`config.mk`:
```
export PLATFORM = sky130hd
export DESIGN_NAME = ttm_muldiv
export DESIGN_NICKNAME = d
export VERILOG_FILES = /design/src/rtl/ttm_pkg.sv /design/src/rtl/ttm_muldiv.sv
export SDC_FILE = /design/constraint.sdc
export NUM_CORES = 1
export LEC_CHECK = 0
export ABC_AREA = 0
export BUFFER_PORTS_ARGS = -buffer_cell sky130_fd_sc_hd__buf_2
export CAP_MARGIN = 25
export CORE_ASPECT_RATIO = 0.8
export CORE_UTILIZATION = 40
export CTS_CLUSTER_DIAMETER = 80
export DETAILED_ROUTE_END_ITERATION = 6
export PLACE_DENSITY_LB_ADDON = 0.2
export SYNTH_ARGS = -nofsm -noshare
export SYNTH_HDL_FRONTEND = slang
export SYNTH_SLANG_ARGS = --single-unit
```
`constraint.sdc`:
```
create_clock -name clock -period 3.93 [get_ports clock]
set_input_delay 0.1965 -clock clock [delete_from_list [all_inputs] [get_ports clock]]
set_output_delay 0.1965 -clock clock [all_outputs]
set_load 0.02 [all_outputs]
```
`src/rtl/ttm_pkg.sv`:
```
// Shared types and constants of the tape transport motion model.
`default_nettype none

package ttm_pkg;

   localparam int POS_BITS      = 48;
   localparam int RAMP_BITS     = 32;
   localparam int TIME_BITS_DEF = 48;

   localparam logic [31:0] STOP_RAMP_RST  = 32'd150000000;
   localparam logic [31:0] START_RAMP_RST = 32'd200000000;
   localparam logic [31:0] TURN_RAMP_RST  = 32'd150000000;

   typedef enum logic [1:0] {
      MOT_STOPPED = 2'd0,
      MOT_ACCEL   = 2'd1,
      MOT_CRUISE  = 2'd2,
      MOT_DECEL   = 2'd3
   } motion_type;

   localparam logic [2:0] ACT_QUERY   = 3'd0;
   localparam logic [2:0] ACT_COMMAND = 3'd1;
   localparam logic [2:0] ACT_EZ_STOP = 3'd2;
   localparam logic [2:0] ACT_END_SEG = 3'd3;
   localparam logic [2:0] ACT_PARK    = 3'd4;

   localparam logic [1:0] CSR_STOP_RAMP  = 2'd0;
   localparam logic [1:0] CSR_START_RAMP = 2'd1;
   localparam logic [1:0] CSR_TURN_RAMP  = 2'd2;

   // operands of one (a*b)/d job for the serial unit
   typedef struct packed {
      logic [31:0] a;
      logic [31:0] b;
      logic [32:0] d;
   } md_req_type;

endpackage

`default_nettype wire

```
`src/rtl/ttm_muldiv.sv`:
```
// Bit-serial multiply then restoring divide: q = (a*b)/d, one bit per cycle.
`default_nettype none

module ttm_muldiv (
   input  wire logic                clock,
   input  wire logic                reset,
   input  wire logic                start,
   input  wire ttm_pkg::md_req_type req,
   output logic                     done,
   output logic [31:0]              q
);

   localparam logic [5:0] MUL_LAST = 6'd31;
   localparam logic [5:0] DIV_LAST = 6'd63;

   typedef enum logic [2:0] {
      MD_IDLE = 3'b001,
      MD_MUL  = 3'b010,
      MD_DIV  = 3'b100
   } md_state_type;

   md_state_type state_ff;
   logic [5:0]   cnt_ff;
   logic [31:0]  a_ff;
   logic [32:0]  d_ff;
   logic [31:0]  hi_ff;
   logic [31:0]  lo_ff;
   logic [32:0]  rem_ff;
   logic         done_ff;

   logic [32:0]  sum;
   logic [63:0]  dvd;
   logic [33:0]  trial;
   logic [33:0]  diff;
   logic         ge;

   // shift-add step and restoring-divide step
   always_comb begin
      sum   = {1'b0, hi_ff} + (lo_ff[0] ? {1'b0, a_ff} : 33'd0);
      dvd   = {hi_ff, lo_ff};
      trial = {rem_ff, dvd[63]};
      ge    = trial >= {1'b0, d_ff};
      diff  = trial - {1'b0, d_ff};
   end

   always_ff @(posedge clock) begin
      if (reset) begin
         state_ff <= MD_IDLE;
         cnt_ff   <= '0;
         done_ff  <= 1'b0;
      end else begin
         done_ff <= 1'b0;
         case (state_ff)
            MD_IDLE: begin
               if (start) begin
                  a_ff     <= req.a;
                  d_ff     <= req.d;
                  hi_ff    <= '0;
                  lo_ff    <= req.b;
                  cnt_ff   <= '0;
                  state_ff <= MD_MUL;
               end
            end
            MD_MUL: begin
               hi_ff  <= sum[32:1];
               lo_ff  <= {sum[0], lo_ff[31:1]};
               cnt_ff <= cnt_ff + 6'd1;
               if (cnt_ff == MUL_LAST) begin
                  cnt_ff   <= '0;
                  rem_ff   <= '0;
                  state_ff <= MD_DIV;
               end
            end
            MD_DIV: begin
               rem_ff <= ge ? diff[32:0] : trial[32:0];
               hi_ff  <= dvd[62:31];
               lo_ff  <= {dvd[30:0], ge};
               cnt_ff <= cnt_ff + 6'd1;
               if (cnt_ff == DIV_LAST) begin
                  done_ff  <= 1'b1;
                  state_ff <= MD_IDLE;
               end
            end
            default: state_ff <= MD_IDLE;
         endcase
      end
   end

   assign done = done_ff;
   assign q    = lo_ff;

endmodule

`default_nettype wire

```
; Word-level counts from Yosys, hierarchy flattened
; Cells that the tools add are included.
[classes]
bitwise_logic = 2
div = 0
eq_ne = 8
add_sub_neg = 3
magnitude_cmp = 1
shifts = 0
mux = 16
multipliers = 0
reduce_logical = 8
[ops]
columns = op, count
row1 = 32-bit one-hot mux with 3 select lines, 2
row2 = 32-bit 2-to-1 mux, 3
row3 = 33-bit 2-to-1 mux, 2
row4 = 33-bit one-hot mux with 2 select lines, 1
row5 = 34-bit by 33-bit greater-or-equal comparator with 1-bit output, 1
row6 = 32-bit by 32-bit adder with 33-bit output, 1
row7 = 33-bit subtractor, 1
row8 = 6-bit one-hot mux with 3 select lines, 1
row9 = 6-bit 2-to-1 mux, 2
row10 = 3-bit AND reduction, 4
row11 = 3-bit 2-to-1 mux, 3
row12 = 3-bit one-hot mux with 3 select lines, 1
row13 = 6-bit by 1-bit adder with 6-bit output (second input constant), 1
row14 = 6-bit by 5-bit == test with 1-bit output (second input constant), 1
row15 = 6-bit == test (second input constant), 1
row16 = 2-bit inequality test (second input constant), 3
row17 = 3-bit by 1-bit == test with 1-bit output (second input constant), 1
row18 = 3-bit by 2-bit == test with 1-bit output (second input constant), 1
row19 = 3-bit == test (second input constant), 1
row20 = 3-bit nonzero test, 1
row21 = 1-bit inverter, 2
row22 = 2-bit AND reduction, 1
row23 = 2-bit nonzero test, 1
row24 = 2-bit OR reduction, 1
row25 = 1-bit 2-to-1 mux, 1
[word_totals]
output_inout_bits = 33
mem_bits_ro = 0
latch_bits = 0
regBits = 172
ramBits = 0
word_cells = 46
input_bits = 100
mem_count = 0

; Logic depth before layout (Yosys ltp)
; Gate-level depths: netlist of run 1.
[logic_depth]
depth_word = 3
mapped_depth = 14
ltp_nobuf = 13

; Worst setup path after synthesis of run 1
; OpenSTA, ideal clock, no wires.
[synth_path]
path_kind = flip-flop to flip-flop
startpoint = register state_ff[1]
endpoint = register hi_ff[0] (enable)
required_time_ns = 3.444
n_path_buf = 1
path_stages_with_launch = 6
period_less_slack_ns = 4.269
setup_ns = 0.486
arrival_time_ns = 3.783
slack_ns = -0.339
path_cell_list = dfxtp_1 > nand2b_1 > nor2_1 > clkbuf_1 > nor2_1 > nor2_1
[synth_via]
elab_chain_len = 3
elab_cells_between_ends = 6
cone_classes = eq/ne: 4 / reduce/logical: 2
[synth_rtl]
columns = item, line_no
row1 = "start, declared", ttm_muldiv.sv:22  ; md_state_type state_ff;
row2 = "start signal, assigned", ttm_muldiv.sv:48  ; state_ff <= MD_IDLE;
row3 = "start signal, assigned", ttm_muldiv.sv:61  ; state_ff <= MD_MUL;
row4 = "start signal, assigned", ttm_muldiv.sv:71  ; state_ff <= MD_DIV;
row5 = 3-bit by 1-bit == test with 1-bit output (tied with other cells), ttm_muldiv.sv:53  ; case (state_ff)
row6 = 2-bit inequality test (no line) or 3-bit nonzero test (tied branches), -
row7 = 3-bit AND reduction (no line) (*), -
row8 = "end signal, assigned", ttm_muldiv.sv:65  ; hi_ff <= sum[32:1];
row9 = "end signal, assigned", ttm_muldiv.sv:76  ; hi_ff <= dvd[62:31];
row10 = "end, declared", ttm_muldiv.sv:26  ; logic [31:0] hi_ff;
; Every way passes the cells marked *; elsewhere a longest branch is shown, timed or not.
; A chain may end at the register's enable or synchronous reset.

; Final worst setup path of run 1
[layout_path]
startpoint = register lo_ff[0] (netlist: q[0])
endpoint = register hi_ff[28], data pin
[layout_via]
elab_chain_len = 3
[layout_rtl]
columns = item, line_no
row1 = "start, declared", ttm_muldiv.sv:27  ; logic [31:0] lo_ff;
row2 = "start signal, assigned", ttm_muldiv.sv:59  ; lo_ff <= req.b;
row3 = "start signal, assigned", ttm_muldiv.sv:66  ; lo_ff <= {sum[0], lo_ff[31:1]};
row4 = "start signal, assigned", ttm_muldiv.sv:77  ; lo_ff <= {dvd[30:0], ge};
row5 = 32-bit 2-to-1 mux, ttm_muldiv.sv:39  ; sum = {1'b0, hi_ff} + (lo_ff[0] ? {1'b0, a_ff} : 33'd0);
row6 = 32-bit by 32-bit adder with 33-bit output, ttm_muldiv.sv:39
row7 = 32-bit one-hot mux with 3 select lines, ttm_muldiv.sv:53
; Every way passes these cells.

==> metrics.txt, run 1 <==
# TYPE chip_impl_metric gauge
chip_impl_metric{name="viasPerCell",unit=""} 5.25
chip_impl_metric{name="vias",unit=""} 8252
chip_impl_metric{name="critical_path_peak_fanout",unit=""} 18
chip_impl_info{name="r2r_start",value="q[0]"} 1
chip_impl_metric{name="max_slew.worst_pin.slew",unit="ns"} 0.814
chip_impl_metric{name="post_cts_buffers",unit=""} 0
chip_impl_metric{name="cts_repair_resize_count",unit=""} 0
chip_impl_metric{name="cts_hold_buffers",unit=""} 65
chip_impl_info{name="synth.largest_area_cell",value="sky130_fd_sc_hd__edfxtp_1"} 1
chip_impl_info{name="critPathCaptureType",value="flip-flop"} 1
chip_impl_metric{name="timing.reg2reg.setup_slack",unit="ns"} 0.47
chip_impl_info{name="cts_tree",value="built"} 1
chip_impl_metric{name="highest_clock_rate",unit="MHz"} 289
chip_impl_metric{name="finish.net_count",unit=""} 1375
chip_impl_metric{name="initial_utilization",unit="%"} 41.1
chip_impl_metric{name="io-pin-count",unit=""} 133
chip_impl_metric{name="setup_viol_count_final",unit=""} 0
chip_impl_info{name="whs_endpoint",value="q[18]"} 1
chip_impl_metric{name="synth-seq-cells",unit=""} 172
chip_impl_info{name="rsz0062_at_grt",value="no"} 1
chip_impl_metric{name="die-area",unit="um2"} 26800
chip_impl_metric{name="worst_slew_margin_rel",unit="%"} 45.7
chip_impl_metric{name="critical_path_arrival",unit="ns"} 3.64
chip_impl_metric{name="dieWidth",unit="um"} 183
chip_impl_metric{name="globalplace.congestion",unit=""} 0.826
chip_impl_metric{name="async_flop_share",unit="%"} 0
chip_impl_metric{name="synth-seq-area-share",unit="%"} 48.4
chip_impl_metric{name="place.port_buffers",unit=""} 132
chip_impl_info{name="synth_ff_type",value="sky130_fd_sc_hd__edfxtp_1"} 1
chip_impl_metric{name="grt.overflow.total",unit=""} 0
chip_impl_metric{name="layout-area-overhead-vs-synth",unit="%"} 22.2
chip_impl_info{name="synthMostInstantiatedCell",value="sky130_fd_sc_hd__edfxtp_1"} 1
chip_impl_metric{name="final_critical_path_setup_slack",unit="ns"} 0.474
chip_impl_metric{name="finalCritPeriodShare",unit="%"} 87.9
chip_impl_metric{name="synthesis.instances",unit=""} 1014
chip_impl_info{name="post_synth_most_frequent_cells",value="sky130_fd_sc_hd__edfxtp_1 (162), sky130_fd_sc_hd__nand2_1 (121), sky130_fd_sc_hd__nor2_1 (77), sky130_fd_sc_hd__a21oi_1 (68), sky130_fd_sc_hd__ha_1 (66)"} 1
chip_impl_metric{name="post_synth.cell_area_avg",unit="um2"} 10.3
chip_impl_metric{name="synth_enable_flop_cells",unit=""} 162
chip_impl_metric{name="synth_top_cell_area_share",unit="%"} 46.5
chip_impl_metric{name="cp.required",unit="ns"} 4.12
chip_impl_metric{name="globalRouteTotalUtil",unit="%"} 19.2
chip_impl_metric{name="drive_gt1_share",unit="%"} 16.2
chip_impl_metric{name="final_skew",unit="ns"} 0.0162
chip_impl_metric{name="coreArea",unit="um2"} 25500
chip_impl_metric{name="min_delay_path_depth",unit=""} 3
chip_impl_metric{name="register_to_register_path_depth",unit=""} 12
chip_impl_metric{name="insertion_delay",unit="ns"} 0.44
chip_impl_metric{name="clock_slew_at_reported_path_ffs",unit="ns"} 0.07
chip_impl_metric{name="synth.yosys.warnings",unit=""} 0
chip_impl_metric{name="global_route_wire_length_before_repair",unit="um"} 40800
chip_impl_metric{name="grt_max_degree",unit=""} 65
chip_impl_metric{name="preCtsSetupSlack",unit="ns"} 0.526
chip_impl_metric{name="first_pass_iters",unit=""} 5
chip_impl_metric{name="post-dp-hpwl",unit="um"} 17400
chip_impl_metric{name="total_leakage_power",unit="nW"} 5.26
chip_impl_metric{name="maxCapViolations",unit=""} 0
chip_impl_metric{name="routed_wire_length_per_instance",unit="um"} 15.9
chip_impl_metric{name="dr.first_iter.drc_count",unit=""} 631
chip_impl_metric{name="route.final.wire_length",unit="um"} 25100
chip_impl_metric{name="synth_area",unit="um2"} 10500
chip_impl_info{name="outcome",value="completed"} 1
chip_impl_metric{name="tritoncts_num_sinks",unit=""} 172
chip_impl_info{name="min-delay-path-class",value="in2reg"} 1
chip_impl_metric{name="number_of_hold_slack_violations_in_the_final_timing_report",unit=""} 0
chip_impl_info{name="hp-start",value="req[51]"} 1
chip_impl_metric{name="remaining_drcs",unit=""} 0
chip_impl_info{name="r2r_end",value="hi_ff[28]"} 1
chip_impl_metric{name="post_synth_num_cell_types",unit=""} 73
chip_impl_info{name="start_kind",value="flip-flop"} 1
chip_impl_metric{name="synth.net_count",unit=""} 1182
chip_impl_metric{name="rows",unit=""} 52
chip_impl_metric{name="tritoncts.num_buffers",unit=""} 17
chip_impl_metric{name="cts_max_path_buffers",unit=""} 2
chip_impl_info{name="cts.root.buffer_cell",value="sky130_fd_sc_hd__clkbuf_16"} 1
chip_impl_metric{name="layout_min_cycle_time",unit="ns"} 3.46
chip_impl_metric{name="finalSetupTns",unit="ns"} 0
chip_impl_metric{name="vdd_drop_max",unit="mV"} 0.310
chip_impl_metric{name="timing_max_transition_violations_final",unit=""} 0
chip_impl_metric{name="first_global_vias",unit=""} 7812
chip_impl_metric{name="p_per_area",unit="nW/um2"} 337
chip_impl_info{name="critical_path_class",value="reg2reg"} 1
chip_impl_metric{name="grt_antenna_before_repair",unit=""} 0
chip_impl_info{name="yosys-top-cells-area",value="sky130_fd_sc_hd__edfxtp_1 (46%), sky130_fd_sc_hd__ha_1 (7.9%), sky130_fd_sc_hd__nand2_1 (4.3%)"} 1
chip_impl_metric{name="antenna_violating_nets_post_route",unit=""} 0
chip_impl_metric{name="number_of_h_tree_branching_levels",unit=""} 4
chip_impl_metric{name="die_height",unit="um"} 147
chip_impl_metric{name="antenna_cells",unit=""} 0
layout make-up:
cell class | instances | area (um2)
Fill cell | 2426 | 12700
Timing Repair Buffer | 209 | 1430
Tap cell | 351 | 439
Clock inverter | 12 | 123
Multi-Input combinational cell | 756 | 5110
Inverter | 51 | 191
Clock buffer | 20 | 437
Sequential cell | 172 | 5060
power breakdown:
group / internal [W] / total [W] / switching (W)
logic: 0.000236 / 0.000528 / 0.000292
clock network: 0.000932 / 0.00166 / 0.000729
registers: 0.00208 / 0.00212 / 0.0000403
metal layers:
metal | share of wire (%) | vias up | global-route usage [%]
li1 | - | 4151 | -
met1 | 54 | 3832 | 30.3
met2 | 38 | 251 | 25.7
met3 | 6.2 | 18 | 4.44
met4 | 1.3 | 0 | 5.04
met5 | 0 | - | 0
registers in the layout, indices dropped and copies added (netlist names):
signal and flops:
state_ff 3, cnt_ff 6, q 32, rem_ff 33, d_ff 33, hi_ff 32
a_ff 32, done 1
cells by family (layout without fill, tap and decap cells):
family                     count (synthesis)  after routing  synth area share [%]
adders and majority gates                 68             68                  8.27
and+or+nand+nor                          332            332                  15.0
muxes                                     27             27                  2.64
xor gates and xnor gates                  49             49                  4.10
buffers and inverters                     86            292                  3.29
AOI/OAI and AO/OA                        280            280                  18.3
DFF                                      172            172                  48.4
stage by stage:
| step | instances | cell area, um2 | hold WS, ns | util (%) | total power (W) |
|---|---|---|---|---|---|
| floorplan | 1014 | 10500 | 0.295 | - | 0.00247 |
| global placement | 1474 | 11600 | 0.373 | 45.4 | 0.00263 |
| detailed placement | 1474 | 11600 | 0.375 | 45.4 | 0.00264 |
| CTS | 1571 | 12800 | 0.00507 | 50.2 | 0.00435 |
| global route | 1571 | 12800 | 0.0116 | 50.2 | 0.00449 |
| finish | 1571 | 12800 | 0.0231 | 50.2 | 0.00431 |
layout by cell type (no fill, tap or decap), types with 5 or more instances in the layout:
cell                            instances
sky130_fd_sc_hd__nand3_1               20
sky130_fd_sc_hd__nor2_1                72
sky130_fd_sc_hd__nand2b_1              11
sky130_fd_sc_hd__a21o_1                23
sky130_fd_sc_hd__ha_1                  66
sky130_fd_sc_hd__buf_4                 10
sky130_fd_sc_hd__a32o_1                 5
sky130_fd_sc_hd__dfxtp_1               10
sky130_fd_sc_hd__clkinv_2               5
sky130_fd_sc_hd__nor2b_1               10
sky130_fd_sc_hd__a21oi_1               68
sky130_fd_sc_hd__clkbuf_16             17
sky130_fd_sc_hd__and3_1                11
sky130_fd_sc_hd__nor3_1                 8
sky130_fd_sc_hd__a22oi_1               33
sky130_fd_sc_hd__inv_1                 51
sky130_fd_sc_hd__or2_2                  6
sky130_fd_sc_hd__o31ai_1                7
sky130_fd_sc_hd__buf_2                132
sky130_fd_sc_hd__a31oi_1                7
sky130_fd_sc_hd__a211oi_1              12
sky130_fd_sc_hd__o21ai_0               53
sky130_fd_sc_hd__and2_1                39
sky130_fd_sc_hd__mux2i_1               25
sky130_fd_sc_hd__o21bai_1              14
sky130_fd_sc_hd__nand4_1                7
sky130_fd_sc_hd__dlygate4sd3_1         65
sky130_fd_sc_hd__xnor2_1               28
sky130_fd_sc_hd__edfxtp_1             162
sky130_fd_sc_hd__nor3b_1                6
sky130_fd_sc_hd__nand2_1              121
sky130_fd_sc_hd__o21a_1                 6
sky130_fd_sc_hd__xor2_1                21
critical path, cell delays in order, from the launching register on:
cell                        delay, ns
sky130_fd_sc_hd__edfxtp_1        0.47
sky130_fd_sc_hd__buf_4           0.23
sky130_fd_sc_hd__and2_1          0.15
sky130_fd_sc_hd__ha_1            0.31
sky130_fd_sc_hd__o21ai_0         0.21
sky130_fd_sc_hd__nor2_1          0.12
sky130_fd_sc_hd__o2111a_1        0.27
sky130_fd_sc_hd__o2111ai_1       0.33
sky130_fd_sc_hd__a211oi_1        0.19
sky130_fd_sc_hd__o21ai_0         0.28
sky130_fd_sc_hd__o21bai_1        0.13
sky130_fd_sc_hd__or2_2           0.29
sky130_fd_sc_hd__a32o_1          0.24
worst max-delay path by stage:
| stage | startpoint | to | slack (ns) | cells after the start |
|---|---|---|---|---|
| 2_1_floorplan | q[0] | hi_ff[29] | 0.56 | 14 |
| 3_3_place_gp | hi_ff[31] | rem_ff[19] | 0.58 | 13 |
| 3_5_place_dp | q[0] | hi_ff[28] | 0.53 | 12 |
| 4_1_cts | q[0] | hi_ff[28] | 0.48 | 12 |
| 5_1_grt | q[0] | hi_ff[30] | 0.23 | 12 |
| 6_report | q[0] | hi_ff[28] | 0.47 | 12 |
No activity file was read; power rests on OpenSTA's default activity.
==> inputs of run 2 (changes only) <==
Settings changed: GPL_ROUTABILITY_DRIVEN set to 0.
Clock period 3.93 ns to 3.1 ns, I/O delays scaled along.
==> run 2 against run 1 <==
Net effect:
- the flow now finishes with violations (negative setup slack)
- total power grew 31%
- combinational power grew 57%
- non-clock buffer count is 105 higher
- clock skew fell by 0.0021 ns
- sequential cell count is the same
- routed wire length up 9.7%
- die area did not move
- cell count grew 6.7%
- utilization is 5.6 points higher
- fmax increased by 7.8%
- worst setup slack worse by 0.58 ns
==> metrics.txt, run 2 (synthesized netlist as in run 1, its figures left out) <==
# TYPE chip_impl_metric gauge
chip_impl_metric{name="layout_min_cycle_time",unit="ns"} 3.21
chip_impl_metric{name="grt_antenna_before_repair",unit=""} 0
chip_impl_metric{name="final_skew",unit="ns"} 0.0140
chip_impl_metric{name="critical_path_peak_fanout",unit=""} 7
chip_impl_metric{name="number_of_h_tree_branching_levels",unit=""} 4
chip_impl_info{name="min-delay-path-class",value="in2reg"} 1
chip_impl_info{name="critical_path_class",value="reg2reg"} 1
chip_impl_metric{name="clock_slew_at_reported_path_ffs",unit="ns"} 0.07
chip_impl_metric{name="viasPerCell",unit=""} 5.29
chip_impl_metric{name="cp_slowest_stage_delay",unit="ns"} 0.42
chip_impl_metric{name="utilization",unit="%"} 55.7
chip_impl_metric{name="route.final.wire_length",unit="um"} 27500
chip_impl_metric{name="cts_max_path_buffers",unit=""} 2
chip_impl_metric{name="tritoncts.num_buffers",unit=""} 17
chip_impl_metric{name="global_route_wire_length_before_repair",unit="um"} 43200
chip_impl_metric{name="finish.net_count",unit=""} 1480
chip_impl_metric{name="number_of_hold_slack_violations_in_the_final_timing_report",unit=""} 0
chip_impl_metric{name="register_to_register_path_depth",unit=""} 11
chip_impl_info{name="critPathSlowestCell",value="sky130_fd_sc_hd__edfxtp_1"} 1
chip_impl_info{name="cts.root.buffer_cell",value="sky130_fd_sc_hd__clkbuf_16"} 1
chip_impl_info{name="cts_tree",value="built"} 1
chip_impl_metric{name="grt_max_degree",unit=""} 48
chip_impl_metric{name="dr.first_iter.drc_count",unit=""} 601
chip_impl_info{name="outcome",value="finished, violations left"} 1
chip_impl_metric{name="initial_utilization",unit="%"} 41.1
chip_impl_metric{name="routed_wire_length_per_instance",unit="um"} 16.4
chip_impl_metric{name="drive_gt1_share",unit="%"} 25.4
chip_impl_metric{name="vias",unit=""} 8867
chip_impl_info{name="rsz0062_at_grt",value="yes"} 1
chip_impl_metric{name="io-pin-count",unit=""} 133
chip_impl_info{name="critPathCaptureType",value="flip-flop"} 1
chip_impl_metric{name="first_global_vias",unit=""} 8439
chip_impl_metric{name="vdd_drop_max",unit="mV"} 0.395
chip_impl_info{name="layout_common_cells",value="sky130_fd_sc_hd__edfxtp_1 (162), sky130_fd_sc_hd__buf_2 (132), sky130_fd_sc_hd__nand2_1 (119)"} 1
chip_impl_metric{name="timing_max_transition_violations_final",unit=""} 0
chip_impl_info{name="timing.critical_path.cells",value="buf_6, and2_4, ha_4, a21oi_2, o21ai_2, o41ai_4, o221ai_4, o311a_4, o311a_1, or3_1, a32o_1"} 1
chip_impl_metric{name="cp.required",unit="ns"} 3.30
chip_impl_metric{name="globalRouteTotalUtil",unit="%"} 20.4
chip_impl_info{name="start_kind",value="flip-flop"} 1
chip_impl_metric{name="rows",unit=""} 52
chip_impl_metric{name="finalSetupTns",unit="ns"} -0.669
chip_impl_metric{name="die-area",unit="um2"} 26800
chip_impl_metric{name="layout-area-overhead-vs-synth",unit="%"} 35.7
chip_impl_metric{name="final_critical_path_setup_slack",unit="ns"} -0.105
chip_impl_metric{name="min_delay_path_depth",unit=""} 3
chip_impl_metric{name="antenna_violating_nets_post_route",unit=""} 0
chip_impl_metric{name="highest_clock_rate",unit="MHz"} 312
chip_impl_metric{name="maxCapViolations",unit=""} 0
chip_impl_metric{name="cp.depth",unit=""} 11
chip_impl_metric{name="insertion_delay",unit="ns"} 0.44
chip_impl_metric{name="preCtsSetupSlack",unit="ns"} -0.150
chip_impl_metric{name="worst_slew_margin_rel",unit="%"} 53.9
chip_impl_metric{name="grt.overflow.total",unit=""} 0
chip_impl_info{name="violated_checks",value="negative setup slack"} 1
chip_impl_metric{name="antenna_cells",unit=""} 0
chip_impl_info{name="reg.largest.list",value="d_ff (33), rem_ff (33)"} 1
chip_impl_metric{name="dieWidth",unit="um"} 183
chip_impl_metric{name="total_leakage_power",unit="nW"} 5.84
chip_impl_metric{name="max_slew.worst_pin.slew",unit="ns"} 0.692
chip_impl_metric{name="place.port_buffers",unit=""} 132
chip_impl_metric{name="coreArea",unit="um2"} 25500
chip_impl_metric{name="post-dp-hpwl",unit="um"} 18300
chip_impl_metric{name="finalCritPeriodShare",unit="%"} 103
chip_impl_metric{name="remaining_drcs",unit=""} 0
chip_impl_metric{name="die_height",unit="um"} 147
chip_impl_metric{name="critical_path_arrival",unit="ns"} 3.40
chip_impl_metric{name="tritoncts_num_sinks",unit=""} 172
chip_impl_info{name="crit_family",value="compound AO/OA/AOI/OAI gates"} 1
chip_impl_metric{name="setup_viol_count_final",unit=""} 20
chip_impl_metric{name="p_per_area",unit="nW/um2"} 396
chip_impl_info{name="final_common_cell",value="sky130_fd_sc_hd__edfxtp_1"} 1
chip_impl_metric{name="first_pass_iters",unit=""} 5
chip_impl_metric{name="worst_hold_margin",unit="ns"} 0.0124
chip_impl_metric{name="buffer_and_inverter_count_on_the_worst_path",unit=""} 1
chip_impl_metric{name="post_route_total_power",unit="W"} 0.00563
[run 2: per-layer routing]
| metal | track usage (%) | up-vias | routed length [um] |
|---|---|---|---|
| met5 | 0 | - | 0 |
| met4 | 5.04 | 0 | 300 |
| met3 | 4.31 | 27 | 1490 |
| met2 | 29.3 | 268 | 11600 |
| met1 | 30.9 | 4217 | 14100 |
| li1 | - | 4355 | - |
[run 2: final timing paths]
check | slack, ns | startpoint | to
max | -0.11 | q[0] | hi_ff[29]
min | 0.01 | req[37] | q[4]
max reg2reg | -0.11 | q[0] | hi_ff[29]
min reg2reg | 0.55 | cnt_ff[2] | cnt_ff[2]
[run 2: worst min-delay path, stage by stage]
cell and delay, ns:
sky130_fd_sc_hd__buf_2 0.08, sky130_fd_sc_hd__nand2_1 0.05, sky130_fd_sc_hd__nand2_1 0.06
[run 2: power breakdown]
group	total (W)	internal, W	switching [W]
combinational	0.000830	0.000402	0.000428
sequential	0.00270	0.00264	0.0000557
clock	0.00211	0.00118	0.000930
total	0.00563	0.00422	0.00141
[run 2: repair_timing]
item,in CTS,in global routing
hold buffers,94,0
buffers inserted,2,12
gates resized for setup,11,83
hold endpoints to repair,94,0
setup endpoints to repair,20,44
pin swaps,2,37
cloned,1,3
[run 2: metrics by stage]
stage / area (um2) / std cells
after floorplan: 10500 / 1014
after global placement: 12000 / 1533
after detailed placement: 12000 / 1533
after CTS: 13600 / 1662
after global routing: 14200 / 1676
final: 14200 / 1676
[run 2: final cells by class]
class | count | area (um2)
Fill cell | 2289 | 11300
Clock inverter | 13 | 125
Multi-Input combinational cell | 756 | 5580
Tap cell | 351 | 439
Timing Repair Buffer | 314 | 2380
Clock buffer | 19 | 433
Inverter | 51 | 191
Sequential cell | 172 | 5060
==> inputs of run 3 (changes only) <==
==> constraint.sdc (replaced) <==
create_clock -name clock -period 3.1 [get_ports clock]
set_input_delay 0.31 -clock clock [delete_from_list [all_inputs] [get_ports clock]]
set_output_delay 0.31 -clock clock [all_outputs]
set_load 0.02 [all_outputs]
==> run 3 against run 2 <==
Net effect:
- the flow still finishes with violations (negative setup slack)
- cell count fell by 5.6%
- fmax barely moved
- global-route usage fell by 0.56 points
- worst setup slack improved by 0.0021 ns
- critical path depth did not move
- combinational power fell by 11%
- utilization fell by 3.7 points
- clock skew fell by 0.0016 ns
- largest power group unchanged
- highest routed layer unchanged
==> metrics.txt, run 3 (synthesized netlist as in run 1, its figures left out) <==
# TYPE chip_impl_metric gauge
chip_impl_info{name="outcome",value="finished, violations left"} 1
chip_impl_info{name="violated_checks",value="negative setup slack"} 1
chip_impl_metric{name="part_of_the_total_power_dissipated_in_sequential_elements",unit="%"} 48.7
chip_impl_metric{name="maxCapViolations",unit=""} 0
chip_impl_metric{name="viasPerCell",unit=""} 5.33
chip_impl_metric{name="post-dp-hpwl",unit="um"} 18300
chip_impl_metric{name="register_to_register_path_depth",unit=""} 11
chip_impl_info{name="rsz0062_at_grt",value="yes"} 1
chip_impl_info{name="final_common_cell",value="sky130_fd_sc_hd__edfxtp_1"} 1
chip_impl_metric{name="tritoncts_num_sinks",unit=""} 172
chip_impl_metric{name="setup_viol_count_final",unit=""} 21
chip_impl_metric{name="timing_max_transition_violations_final",unit=""} 0
chip_impl_metric{name="dieWidth",unit="um"} 183
chip_impl_metric{name="grt_max_degree",unit=""} 48
chip_impl_metric{name="number_of_h_tree_branching_levels",unit=""} 4
chip_impl_metric{name="finalCritPeriodShare",unit="%"} 103
chip_impl_metric{name="clock_slew_at_reported_path_ffs",unit="ns"} 0.07
chip_impl_info{name="r2r_start",value="q[0]"} 1
chip_impl_metric{name="layoutNonFillerInstCount",unit=""} 1582
chip_impl_metric{name="first_pass_iters",unit=""} 5
chip_impl_metric{name="dr.first_iter.drc_count",unit=""} 580
chip_impl_metric{name="tritoncts.num_buffers",unit=""} 17
chip_impl_metric{name="clkPwrFrac",unit="%"} 38.0
chip_impl_metric{name="post-place-cells",unit=""} 1533
chip_impl_info{name="start_kind",value="flip-flop"} 1
chip_impl_metric{name="routed_wire_length_per_instance",unit="um"} 16.9
chip_impl_metric{name="vias",unit=""} 8427
chip_impl_metric{name="max_slew.worst_pin.slew",unit="ns"} 0.689
chip_impl_metric{name="cp.depth",unit=""} 11
chip_impl_info{name="critPathCaptureType",value="flip-flop"} 1
chip_impl_metric{name="comb_power_share",unit="%"} 13.3
chip_impl_metric{name="switching_share",unit="%"} 25.1
chip_impl_metric{name="timing.reg2reg.setup_slack",unit="ns"} -0.10
chip_impl_metric{name="io-pin-count",unit=""} 133
chip_impl_info{name="crit_family",value="compound AO/OA/AOI/OAI gates"} 1
chip_impl_metric{name="net-switching-power",unit="W"} 0.00139
chip_impl_metric{name="first_global_vias",unit=""} 8001
chip_impl_info{name="cts_tree",value="built"} 1
chip_impl_metric{name="placed_cell_area",unit="um2"} 12000
chip_impl_metric{name="die-area",unit="um2"} 26800
chip_impl_metric{name="place.port_buffers",unit=""} 132
chip_impl_metric{name="worst_slew_margin_rel",unit="%"} 54.1
chip_impl_info{name="critical_path_class",value="reg2reg"} 1
chip_impl_metric{name="critical_path_arrival",unit="ns"} 3.40
chip_impl_metric{name="cp_slowest_stage_delay",unit="ns"} 0.43
chip_impl_metric{name="preCtsSetupSlack",unit="ns"} -0.150
chip_impl_metric{name="sequential_cell_area",unit="um2"} 5060
chip_impl_metric{name="route.final.wire_length",unit="um"} 26700
chip_impl_metric{name="globalRouteTotalUtil",unit="%"} 19.8
chip_impl_metric{name="worst_hold_margin",unit="ns"} 0.0420
chip_impl_metric{name="finish.net_count",unit=""} 1386
chip_impl_metric{name="number_of_hold_slack_violations_in_the_final_timing_report",unit=""} 0
chip_impl_info{name="launch_point_of_the_worst_path",value="q[0]"} 1
chip_impl_metric{name="multi_input_area",unit="um2"} 5590
chip_impl_info{name="timing.critical_path.cells",value="buf_6, and2_4, ha_4, a21oi_2, o21ai_2, o41ai_4, o221ai_4, o311a_4, o311a_1, or3_1, a32o_1"} 1
chip_impl_info{name="cts.root.buffer_cell",value="sky130_fd_sc_hd__clkbuf_16"} 1
chip_impl_metric{name="initial_utilization",unit="%"} 41.1
chip_impl_metric{name="layout_min_cycle_time",unit="ns"} 3.20
chip_impl_metric{name="grt_antenna_before_repair",unit=""} 0
chip_impl_metric{name="final_skew",unit="ns"} 0.0124
chip_impl_metric{name="antenna_cells",unit=""} 0
chip_impl_metric{name="coreArea",unit="um2"} 25500
chip_impl_metric{name="drive_gt1_share",unit="%"} 27.5
chip_impl_metric{name="vdd_drop_max",unit="mV"} 0.395
chip_impl_metric{name="buffer_and_inverter_count_on_the_worst_path",unit=""} 1
chip_impl_info{name="min-delay-path-class",value="in2reg"} 1
chip_impl_metric{name="critical_path_peak_fanout",unit=""} 7
chip_impl_metric{name="internal_power",unit="W"} 0.00414
chip_impl_metric{name="global_route_wire_length_before_repair",unit="um"} 41800
chip_impl_metric{name="die_height",unit="um"} 147
chip_impl_info{name="r2r_end",value="hi_ff[29]"} 1
chip_impl_metric{name="fillCellCount",unit=""} 2380
chip_impl_metric{name="p_per_area",unit="nW/um2"} 416
chip_impl_metric{name="utilization",unit="%"} 52.1
chip_impl_metric{name="antenna_violating_nets_post_route",unit=""} 0
chip_impl_metric{name="grt.overflow.total",unit=""} 0
chip_impl_info{name="crit_end",value="hi_ff[29]"} 1
chip_impl_metric{name="layout.cell_area.non_filler",unit="um2"} 13300
chip_impl_metric{name="insertion_delay",unit="ns"} 0.44
chip_impl_metric{name="cts_max_path_buffers",unit=""} 2
chip_impl_info{name="critPathSlowestCell",value="sky130_fd_sc_hd__edfxtp_1"} 1
chip_impl_info{name="layout_common_cells",value="sky130_fd_sc_hd__edfxtp_1 (162), sky130_fd_sc_hd__buf_2 (132), sky130_fd_sc_hd__nand2_1 (119)"} 1
chip_impl_metric{name="final_critical_path_setup_slack",unit="ns"} -0.103
chip_impl_metric{name="cp.required",unit="ns"} 3.29
chip_impl_metric{name="highest_clock_rate",unit="MHz"} 312
chip_impl_metric{name="total_leakage_power",unit="nW"} 5.44
chip_impl_metric{name="rows",unit=""} 52
chip_impl_metric{name="layout-area-overhead-vs-synth",unit="%"} 26.8
chip_impl_metric{name="remaining_drcs",unit=""} 0
chip_impl_info{name="reg.largest.list",value="d_ff (33), rem_ff (33)"} 1
==> run 3: cell count changes in the layout (fill, tap and decap cells not counted) <==
cell,previous run,this run
sky130_fd_sc_hd__nor2_2,3,4
sky130_fd_sc_hd__a211oi_1,8,7
sky130_fd_sc_hd__a211oi_2,3,4
sky130_fd_sc_hd__dlygate4sd3_1,94,0
sky130_fd_sc_hd__nor2_1,68,67
==> run 3: repair_timing <==
item | CTS | global route
setup endpoints to repair | 20 | 44
resized for setup | 11 | 85
hold buffers | 0 | 0
gates cloned | 1 | 3
pin swaps | 2 | 37
setup buffers | 2 | 12
==> run 3: routing by layer <==
layer	wire length (um)	part of all wire, %	vias up	track usage, %
li1	-	-	4163	-
met2	11000	41	253	27.8
met5	0	0	-	0
met4	267	1.0	0	4.79
met3	1730	6.5	21	4.76
met1	13700	51	3990	30.3
==> run 3: per-stage QoR <==
stage                     total power, W  setup TNS (ns)
after floorplan                  0.00313          -0.311
after global placement           0.00339          -0.180
after detailed placement         0.00340          -0.499
after CTS                        0.00551          -0.183
after global routing             0.00576           -3.71
final                            0.00553          -0.813
==> run 3: worst min path at each step <==
| stage | from | endpoint | slack, ns | cells past startpoint |
|---|---|---|---|---|
| after floorplan | req[65] | a_ff[0] | 0.41 | 0 |
| after global placement | req[90] | a_ff[25] | 0.49 | 1 |
| after detailed placement | req[5] | d_ff[5] | 0.49 | 1 |
| after CTS | req[67] | a_ff[2] | 0.02 | 1 |
| after global routing | req[2] | d_ff[2] | 0.02 | 1 |
| final | req[67] | a_ff[2] | 0.04 | 1 |
==> run 3: final cells by class <==
cell class,count,share of cell area [%]
multi-input combinational,756,42.1
sequential,172,38.1
timing repair buffer,220,10.8
tap,351,3.31
clock buffer,19,3.26
inverter,51,1.44
clock inverter,13,0.942
==> run 3: power by group through the flow <==
stage / Clock (W) / Sequential, W / Combinational [W]
after global routing: 0.00224 / 0.00270 / 0.000813
after CTS: 0.00215 / 0.00269 / 0.000670
after detailed placement: 0 / 0.00274 / 0.000659
final: 0.00210 / 0.00270 / 0.000735
after global placement: 0 / 0.00274 / 0.000651
after floorplan: 0 / 0.00275 / 0.000384
